===== config.mk =====
export PLATFORM = sky130hd
export DESIGN_NAME = decimal_length_frame_parser
export DESIGN_NICKNAME = d
export VERILOG_FILES = /design/src/dlfp_pkg.sv /design/src/dlfp_step.sv /design/src/decimal_length_frame_parser.sv
export SDC_FILE = /design/constraint.sdc
export NUM_CORES = 1
export LEC_CHECK = 0
export BUFFER_PORTS_ARGS = -buffer_cell sky130_fd_sc_hd__buf_2
export CORE_AREA = 2 2 93 95
export DETAILED_ROUTE_END_ITERATION = 12
export DIE_AREA = 0 0 95 97
export PLACE_DENSITY = 0.8
export SLEW_MARGIN = 20
export SYNTH_ARGS = -nofsm -noshare
export SYNTH_HDL_FRONTEND = slang
export SYNTH_HIERARCHICAL = 1
export SYNTH_SLANG_ARGS = --single-unit

===== constraint.sdc =====
create_clock -name clock -period 4.65 [get_ports clock]
set_input_delay 0.465 -clock clock [delete_from_list [all_inputs] [get_ports clock]]
set_output_delay 0.465 -clock clock [all_outputs]
set_load 0.05 [all_outputs]

===== src/dlfp_pkg.sv =====
`default_nettype none
// ----------------------------------------------------------------------------
// dlfp_pkg
// Types, codes and constants shared by the chat frame byte tagger.
// ----------------------------------------------------------------------------
package dlfp_pkg;

   // parse phases
   localparam logic [3:0] PH_WAIT      = 4'd0;
   localparam logic [3:0] PH_SNDLEN    = 4'd1;
   localparam logic [3:0] PH_SENDER    = 4'd2;
   localparam logic [3:0] PH_MSGLEN    = 4'd3;
   localparam logic [3:0] PH_MESSAGE   = 4'd4;
   localparam logic [3:0] PH_ERRTEXT   = 4'd5;
   localparam logic [3:0] PH_USERCOUNT = 4'd6;
   localparam logic [3:0] PH_NAMELEN   = 4'd7;
   localparam logic [3:0] PH_NAME      = 4'd8;

   // byte kinds
   localparam logic [2:0] KIND_TYPE    = 3'd0;
   localparam logic [2:0] KIND_DIGIT   = 3'd1;
   localparam logic [2:0] KIND_SENDER  = 3'd2;
   localparam logic [2:0] KIND_MESSAGE = 3'd3;
   localparam logic [2:0] KIND_ERRTEXT = 3'd4;
   localparam logic [2:0] KIND_NAME    = 3'd5;
   localparam logic [2:0] KIND_UNKNOWN = 3'd6;
   localparam logic [2:0] KIND_BADDIG  = 3'd7;

   // frame type codes
   localparam logic [1:0] FRAME_PRIVATE   = 2'd0;
   localparam logic [1:0] FRAME_BROADCAST = 2'd1;
   localparam logic [1:0] FRAME_ERROR     = 2'd2;
   localparam logic [1:0] FRAME_USERLIST  = 2'd3;

   // type bytes and digits
   localparam logic [7:0] CHAR_PRIVATE   = 8'h54;  // 'T'
   localparam logic [7:0] CHAR_BROADCAST = 8'h4D;  // 'M'
   localparam logic [7:0] CHAR_ERROR     = 8'h45;  // 'E'
   localparam logic [7:0] CHAR_USERLIST  = 8'h4C;  // 'L'
   localparam logic [7:0] CHAR_ZERO      = 8'h30;
   localparam logic [7:0] CHAR_NINE      = 8'h39;

   localparam logic [1:0] MSG_LEN_DIGITS   = 2'd3;
   localparam logic [1:0] SHORT_LEN_DIGITS = 2'd2;
   localparam logic [7:0] ERROR_LEN_RESET  = 8'd15;

   typedef struct packed {
      logic [3:0] parse_phase;
      logic [1:0] digit_count;
      logic [9:0] length_accum;
      logic [9:0] bytes_left;
      logic [1:0] frame_code;
      logic [6:0] users_left;
   } state_type;

   typedef struct packed {
      logic [7:0] byte_value;
      logic [2:0] byte_kind;
      logic [1:0] frame_type;
      logic       field_last;
      logic       frame_end;
   } result_type;

endpackage
`default_nettype wire


===== src/dlfp_step.sv =====
`default_nettype none
// ----------------------------------------------------------------------------
// dlfp_step
// Tags one byte against the current parse state and computes the next state.
// ----------------------------------------------------------------------------
module dlfp_step (
   input  wire logic [7:0]          rx_byte,
   input  wire logic [7:0]          error_text_length,
   input  wire dlfp_pkg::state_type state_cur,
   output dlfp_pkg::state_type      state_nxt,
   output dlfp_pkg::result_type     result
);
   import dlfp_pkg::*;

   logic       is_digit;
   logic [1:0] digits_needed;
   logic [1:0] count_inc;
   logic [9:0] accum_inc;
   logic [9:0] left_dec;
   logic [6:0] users_dec;
   logic [6:0] users_from_count;
   logic [2:0] kind;
   logic [1:0] ftype;
   logic       flast;
   logic       fend;

   assign is_digit      = (rx_byte >= CHAR_ZERO) && (rx_byte <= CHAR_NINE);
   assign digits_needed = (state_cur.parse_phase == PH_MSGLEN) ? MSG_LEN_DIGITS
                                                               : SHORT_LEN_DIGITS;
   assign count_inc     = state_cur.digit_count + 2'd1;
   // acc*10 + digit, kept to 10 bits
   assign accum_inc     = {state_cur.length_accum[6:0], 3'b000}
                        + {state_cur.length_accum[8:0], 1'b0}
                        + {6'd0, rx_byte[3:0]};
   assign left_dec         = state_cur.bytes_left - 10'd1;
   assign users_dec        = state_cur.users_left - 7'd1;
   assign users_from_count = accum_inc[6:0];

   always_comb begin
      state_nxt = state_cur;
      kind      = KIND_TYPE;
      ftype     = state_cur.frame_code;
      flast     = 1'b0;
      fend      = 1'b0;

      case (state_cur.parse_phase)
         PH_SNDLEN, PH_MSGLEN, PH_USERCOUNT, PH_NAMELEN: begin
            if (!is_digit) begin
               kind                  = KIND_BADDIG;
               flast                 = 1'b1;
               fend                  = 1'b1;
               state_nxt.parse_phase = PH_WAIT;
            end else begin
               kind                   = KIND_DIGIT;
               state_nxt.length_accum = accum_inc;
               state_nxt.digit_count  = count_inc;
               if (count_inc >= digits_needed) begin
                  flast = 1'b1;
                  case (state_cur.parse_phase)
                     PH_SNDLEN: begin
                        if (accum_inc == 10'd0) begin
                           // empty sender: go straight to message length
                           state_nxt.parse_phase  = PH_MSGLEN;
                           state_nxt.digit_count  = 2'd0;
                           state_nxt.length_accum = 10'd0;
                        end else begin
                           state_nxt.bytes_left  = accum_inc;
                           state_nxt.parse_phase = PH_SENDER;
                        end
                     end
                     PH_MSGLEN: begin
                        if (accum_inc == 10'd0) begin
                           fend                  = 1'b1;
                           state_nxt.parse_phase = PH_WAIT;
                        end else begin
                           state_nxt.bytes_left  = accum_inc;
                           state_nxt.parse_phase = PH_MESSAGE;
                        end
                     end
                     PH_USERCOUNT: begin
                        state_nxt.users_left = users_from_count;
                        if (users_from_count == 7'd0) begin
                           fend                  = 1'b1;
                           state_nxt.parse_phase = PH_WAIT;
                        end else begin
                           state_nxt.parse_phase  = PH_NAMELEN;
                           state_nxt.digit_count  = 2'd0;
                           state_nxt.length_accum = 10'd0;
                        end
                     end
                     default: begin
                        state_nxt.users_left = users_dec;
                        if (accum_inc != 10'd0) begin
                           state_nxt.bytes_left  = accum_inc;
                           state_nxt.parse_phase = PH_NAME;
                        end else if (users_dec == 7'd0) begin
                           fend                  = 1'b1;
                           state_nxt.parse_phase = PH_WAIT;
                        end else begin
                           state_nxt.parse_phase  = PH_NAMELEN;
                           state_nxt.digit_count  = 2'd0;
                           state_nxt.length_accum = 10'd0;
                        end
                     end
                  endcase
               end
            end
         end
         PH_SENDER, PH_MESSAGE, PH_ERRTEXT, PH_NAME: begin
            case (state_cur.parse_phase)
               PH_SENDER:  kind = KIND_SENDER;
               PH_MESSAGE: kind = KIND_MESSAGE;
               PH_ERRTEXT: kind = KIND_ERRTEXT;
               default:    kind = KIND_NAME;
            endcase
            state_nxt.bytes_left = left_dec;
            if (left_dec == 10'd0) begin
               flast = 1'b1;
               if (state_cur.parse_phase == PH_SENDER) begin
                  state_nxt.parse_phase  = PH_MSGLEN;
                  state_nxt.digit_count  = 2'd0;
                  state_nxt.length_accum = 10'd0;
               end else if (state_cur.parse_phase == PH_NAME &&
                            state_cur.users_left != 7'd0) begin
                  state_nxt.parse_phase  = PH_NAMELEN;
                  state_nxt.digit_count  = 2'd0;
                  state_nxt.length_accum = 10'd0;
               end else begin
                  fend                  = 1'b1;
                  state_nxt.parse_phase = PH_WAIT;
               end
            end
         end
         default: begin
            // waiting for a type byte; unused phase codes land here too
            state_nxt.parse_phase = PH_WAIT;
            flast                 = 1'b1;
            if (rx_byte inside {CHAR_PRIVATE, CHAR_BROADCAST}) begin
               state_nxt.frame_code   = (rx_byte == CHAR_PRIVATE) ? FRAME_PRIVATE
                                                                  : FRAME_BROADCAST;
               state_nxt.parse_phase  = PH_SNDLEN;
               state_nxt.digit_count  = 2'd0;
               state_nxt.length_accum = 10'd0;
               ftype                  = state_nxt.frame_code;
            end else if (rx_byte == CHAR_ERROR) begin
               state_nxt.frame_code = FRAME_ERROR;
               ftype                = FRAME_ERROR;
               if (error_text_length == 8'd0) begin
                  fend = 1'b1;
               end else begin
                  state_nxt.bytes_left  = {2'b00, error_text_length};
                  state_nxt.parse_phase = PH_ERRTEXT;
               end
            end else if (rx_byte == CHAR_USERLIST) begin
               state_nxt.frame_code   = FRAME_USERLIST;
               ftype                  = FRAME_USERLIST;
               state_nxt.parse_phase  = PH_USERCOUNT;
               state_nxt.digit_count  = 2'd0;
               state_nxt.length_accum = 10'd0;
            end else begin
               kind  = KIND_UNKNOWN;
               fend  = 1'b1;
               ftype = FRAME_PRIVATE;
            end
         end
      endcase

      result.byte_value = rx_byte;
      result.byte_kind  = kind;
      result.frame_type = ftype;
      result.field_last = flast;
      result.frame_end  = fend;
   end

endmodule
`default_nettype wire


===== src/decimal_length_frame_parser.sv =====
`default_nettype none
// ----------------------------------------------------------------------------
// decimal_length_frame_parser
// Tags each received byte of a chat stream by field and frame.
// ----------------------------------------------------------------------------
// Usage:
//   req_ channel: one received byte per item (req_valid / req_stall).
//   rsp_ channel: one tag item per byte, in order (rsp_valid / rsp_stall):
//     the byte, its kind, the frame type and last-of-field / end-of-frame.
//   csr_ port: csr_wr_en writes csr_wr_data as the error text length;
//     write only while no byte is in flight.
//   The input register feeds the tag logic, which loads the result register.
//   Throughput is 1 byte per cycle while rsp_stall is low; the parse state
//   updates in the same cycle the tag is computed, so bytes may follow
//   back to back.
//   req_stall rises only when both the input and result registers hold an
//   item and rsp_stall is high; items are held, never dropped.
//   Reset (synchronous, active high) empties both registers, sets the
//   parser to wait for a type byte and the error text length to 15.
// ----------------------------------------------------------------------------
module decimal_length_frame_parser (
   input  wire logic       clock,
   input  wire logic       reset,
   input  wire logic       req_valid,
   output logic            req_stall,
   input  wire logic [7:0] req_rx_byte,
   output logic            rsp_valid,
   input  wire logic       rsp_stall,
   output logic [7:0]      rsp_byte_value,
   output logic [2:0]      rsp_byte_kind,
   output logic [1:0]      rsp_frame_type,
   output logic            rsp_field_last,
   output logic            rsp_frame_end,
   input  wire logic       csr_wr_en,
   input  wire logic [7:0] csr_wr_data
);
   import dlfp_pkg::*;

   logic       in_valid_ff, in_valid_in;
   logic [7:0] in_byte_ff;
   logic       out_valid_ff, out_valid_in;
   result_type out_ff;
   state_type  state_ff, state_in;
   result_type step_result;
   logic [7:0] err_len_ff;
   logic       out_free;
   logic       advance;
   logic       req_take;

   assign out_free  = !out_valid_ff || !rsp_stall;
   assign advance   = in_valid_ff && out_free;
   assign req_stall = in_valid_ff && !out_free;
   assign req_take  = req_valid && !req_stall;

   assign in_valid_in  = req_take || (in_valid_ff && !advance);
   assign out_valid_in = advance || (out_valid_ff && rsp_stall);

   dlfp_step u_step (
      .rx_byte           (in_byte_ff),
      .error_text_length (err_len_ff),
      .state_cur         (state_ff),
      .state_nxt         (state_in),
      .result            (step_result)
   );

   always_ff @(posedge clock) begin
      if (reset) begin
         in_valid_ff  <= 1'b0;
         out_valid_ff <= 1'b0;
         state_ff     <= '0;
         err_len_ff   <= ERROR_LEN_RESET;
      end else begin
         in_valid_ff  <= in_valid_in;
         out_valid_ff <= out_valid_in;
         // commit the parse state only when the item moves on
         if (advance) begin
            state_ff <= state_in;
         end
         if (csr_wr_en) begin
            err_len_ff <= csr_wr_data;
         end
      end
   end

   always_ff @(posedge clock) begin
      if (req_take) begin
         in_byte_ff <= req_rx_byte;
      end
      if (advance) begin
         out_ff <= step_result;
      end
   end

   assign rsp_valid      = out_valid_ff;
   assign rsp_byte_value = out_ff.byte_value;
   assign rsp_byte_kind  = out_ff.byte_kind;
   assign rsp_frame_type = out_ff.frame_type;
   assign rsp_field_last = out_ff.field_last;
   assign rsp_frame_end  = out_ff.frame_end;

endmodule
`default_nettype wire


==> results.sh <==
export IMPL_vias_per_cell=6.23
export IMPL_tns_ps=0
export IMPL_vdd_drop_max_uv=156
export IMPL_netlist_instances=540
export IMPL_synthesis_area_um2=4880
export IMPL_drt_iter0_markers=309
export IMPL_setup_worst_path_start="in_byte_ff[3]"
export IMPL_endpoint_kind="flop"
export IMPL_cts_tree="yes"
export IMPL_final_cell_mix="74 x nand2b_1, 45 x mux2i_1, 44 x dfxtp_1, 37 x buf_2"
export IMPL_seqPwrFrac_pct=50.7
export IMPL_drc=0
export IMPL_crit_chain="fa_1, fa_1, or4_1, nor2_1, o221ai_2, a211oi_4, a31oi_2, or3_1, a32o_2, nand2b_1, mux2i_1"
export IMPL_grt_use_total_pct=26.7
export IMPL_final_core_util_pct=63.5
export IMPL_cp_required_ps=4870
export IMPL_die_h_um=97
export IMPL_dp_cells=647
export IMPL_final_period_utilization_pct=89.3
export IMPL_port_buffer_count=37
export IMPL_cts_htree_levels=3
export IMPL_cts_setup_buffers=0
export IMPL_finalSetupViolCount=0
export IMPL_core_area_um2=8130
export IMPL_grt_start_max_net_pins=79
export IMPL_start_util_pct=60.0
export IMPL_postCtsHoldBufs=0
export IMPL_drive_gt1_share_pct=15.4
export IMPL_p_int_uw=916
export IMPL_slew_headroom_pct=33.4
export IMPL_final_hold_viol_count=0
export IMPL_power_frac_clock_pct=41.2
export IMPL_antenna_found_initial=0
export IMPL_grt_setup_unrepaired="no"
export IMPL_dp_hpwl_um=8180
export IMPL_post_cts_resized=0
export IMPL_ios=38
export IMPL_p_per_area_nw_per_um2=242
export IMPL_cts_root_buffer="clkbuf_8"
export IMPL_critical_path_max_fanout=11
export IMPL_final_cell_area_um2=5170
export IMPL_fin_cells=663
export IMPL_switching_share_pct=26.8
export IMPL_r2r_start="in_byte_ff[3]"
export IMPL_cpPeakStageDelay_ps=590
export IMPL_ant_nets=0
export IMPL_worstMarginPinSlew_ps=999
export IMPL_avgSynthCellArea_um2=9.04
export IMPL_p_switching_uw=335
export IMPL_whs_ps=275
export IMPL_final_common_cell="nand2b_1"
export IMPL_place_area_um2=4960
export IMPL_die_area_um2=9220
export IMPL_crit_top_cell="fa_1"
export IMPL_num_vias=4131
export IMPL_critPathSlowestCell="fa_1"
export IMPL_finalWirelength_um=11600
export IMPL_clockBufferDepth=2
export IMPL_firstDrtPassIters=5
export IMPL_syn2layout_area_growth_pct=5.82
export IMPL_grt_pass1_wl_um=19600
export IMPL_die_w_um=95
export IMPL_rrSetupSlack_ps=500
export IMPL_status="finished clean"
export IMPL_fin_nets=597
export IMPL_crit_end="state_ff[19]"
export IMPL_cts_buffers=9
export IMPL_syn_num_nets=584
export IMPL_routedWlPerCell_um=17.5
export IMPL_arrival_ps=4380
export IMPL_finClkSkew_ps=16.4
export IMPL_maxSlewViolCount=0
export IMPL_comb_power_share_pct=8.1
export IMPL_ff2ff_path_depth=11
export IMPL_grt_overflow_total=0
export IMPL_clk_pin_slew_ps=90
export IMPL_fp_row_count=33
export IMPL_yosys_warnings=6
export IMPL_r2r_end="state_ff[19]"
export IMPL_n_antenna_cell=0
export IMPL_leakage_nw=1.95
export IMPL_final_min_clock_period_ps=4150
export IMPL_max_cap_violations=0
export IMPL_clk_latency_ps=360
export IMPL_crit_type="flop to flop"
export IMPL_max_freq_mhz=241
export IMPL_hold_class="input pin to flop"
export IMPL_clkSinkCount=67
export IMPL_start_kind="flop"
export IMPL_gp_congestion=0.930
export IMPL_grt_pass1_vias=4038
stage by stage:
| step | worst slack [ps] | total power [mW] |
|---|---|---|
| floorplan | 1040 | 0.732 |
| global placement | 715 | 0.745 |
| detailed placement | 587 | 0.748 |
| CTS | 545 | 1.26 |
| global route | 278 | 1.30 |
| finish | 497 | 1.25 |
area by class of cell:
type,instances,area [µm²]
Clock buffer,9,124
Clock inverter,7,81.3
Fill cell,698,2970
Inverter,24,90.1
Multi-Input combinational cell,410,2950
Sequential cell,67,1570
Tap cell,105,131
Timing Repair Buffer,41,215
flip-flops by register name, indices dropped and copies added (netlist names):
signal          flops
rsp_field_last      1
in_byte_ff          8
rsp_byte_value      8
err_len_ff          8
rsp_byte_kind       3
rsp_frame_end       1
state_ff           34
rsp_frame_type      2
in_valid_ff         1
rsp_valid           1
power by group through the flow:
stage / registers [mW] / clock network [mW] / logic (mW)
after global placement: 0.647 / 0 / 0.0978
after global routing: 0.637 / 0.552 / 0.108
after floorplan: 0.659 / 0 / 0.0730
after CTS: 0.635 / 0.524 / 0.101
after detailed placement: 0.648 / 0 / 0.100
final: 0.635 / 0.516 / 0.101
routing by layer:
layer | GRT usage (%) | routed length [µm]
met1 | 35.1 | 5090
met2 | 42.8 | 5520
met3 | 4.83 | 684
met4 | 11.1 | 322
met5 | 0 | 0
worst max-delay path, delay by kind of cell, from the launching register on:
| kind | cells | cell delay (ps) |
|---|---|---|
| AO/OA/AOI/OAI | 4 | 950 |
| adder cells (fa/ha/maj) | 2 | 1160 |
| flip-flops | 1 | 580 |
| multiplexers | 1 | 90 |
| AND/OR/NAND/NOR | 4 | 1230 |
worst min path at each step:
| stage | end | from | slack, ps | cells after the start |
|---|---|---|---|---|
| 2_1_floorplan | state_ff[31] | state_ff[31] | 450 | 2 |
| 3_3_place_gp | rsp_byte_value[6] | in_byte_ff[6] | 460 | 0 |
| 3_5_place_dp | rsp_byte_value[7] | in_byte_ff[7] | 480 | 0 |
| 4_1_cts | in_byte_ff[3] | req_rx_byte[3] | 270 | 1 |
| 5_1_grt | in_byte_ff[3] | req_rx_byte[3] | 250 | 1 |
| 6_report | in_byte_ff[1] | req_rx_byte[1] | 270 | 1 |
Power figures use the tool's default switching activity.
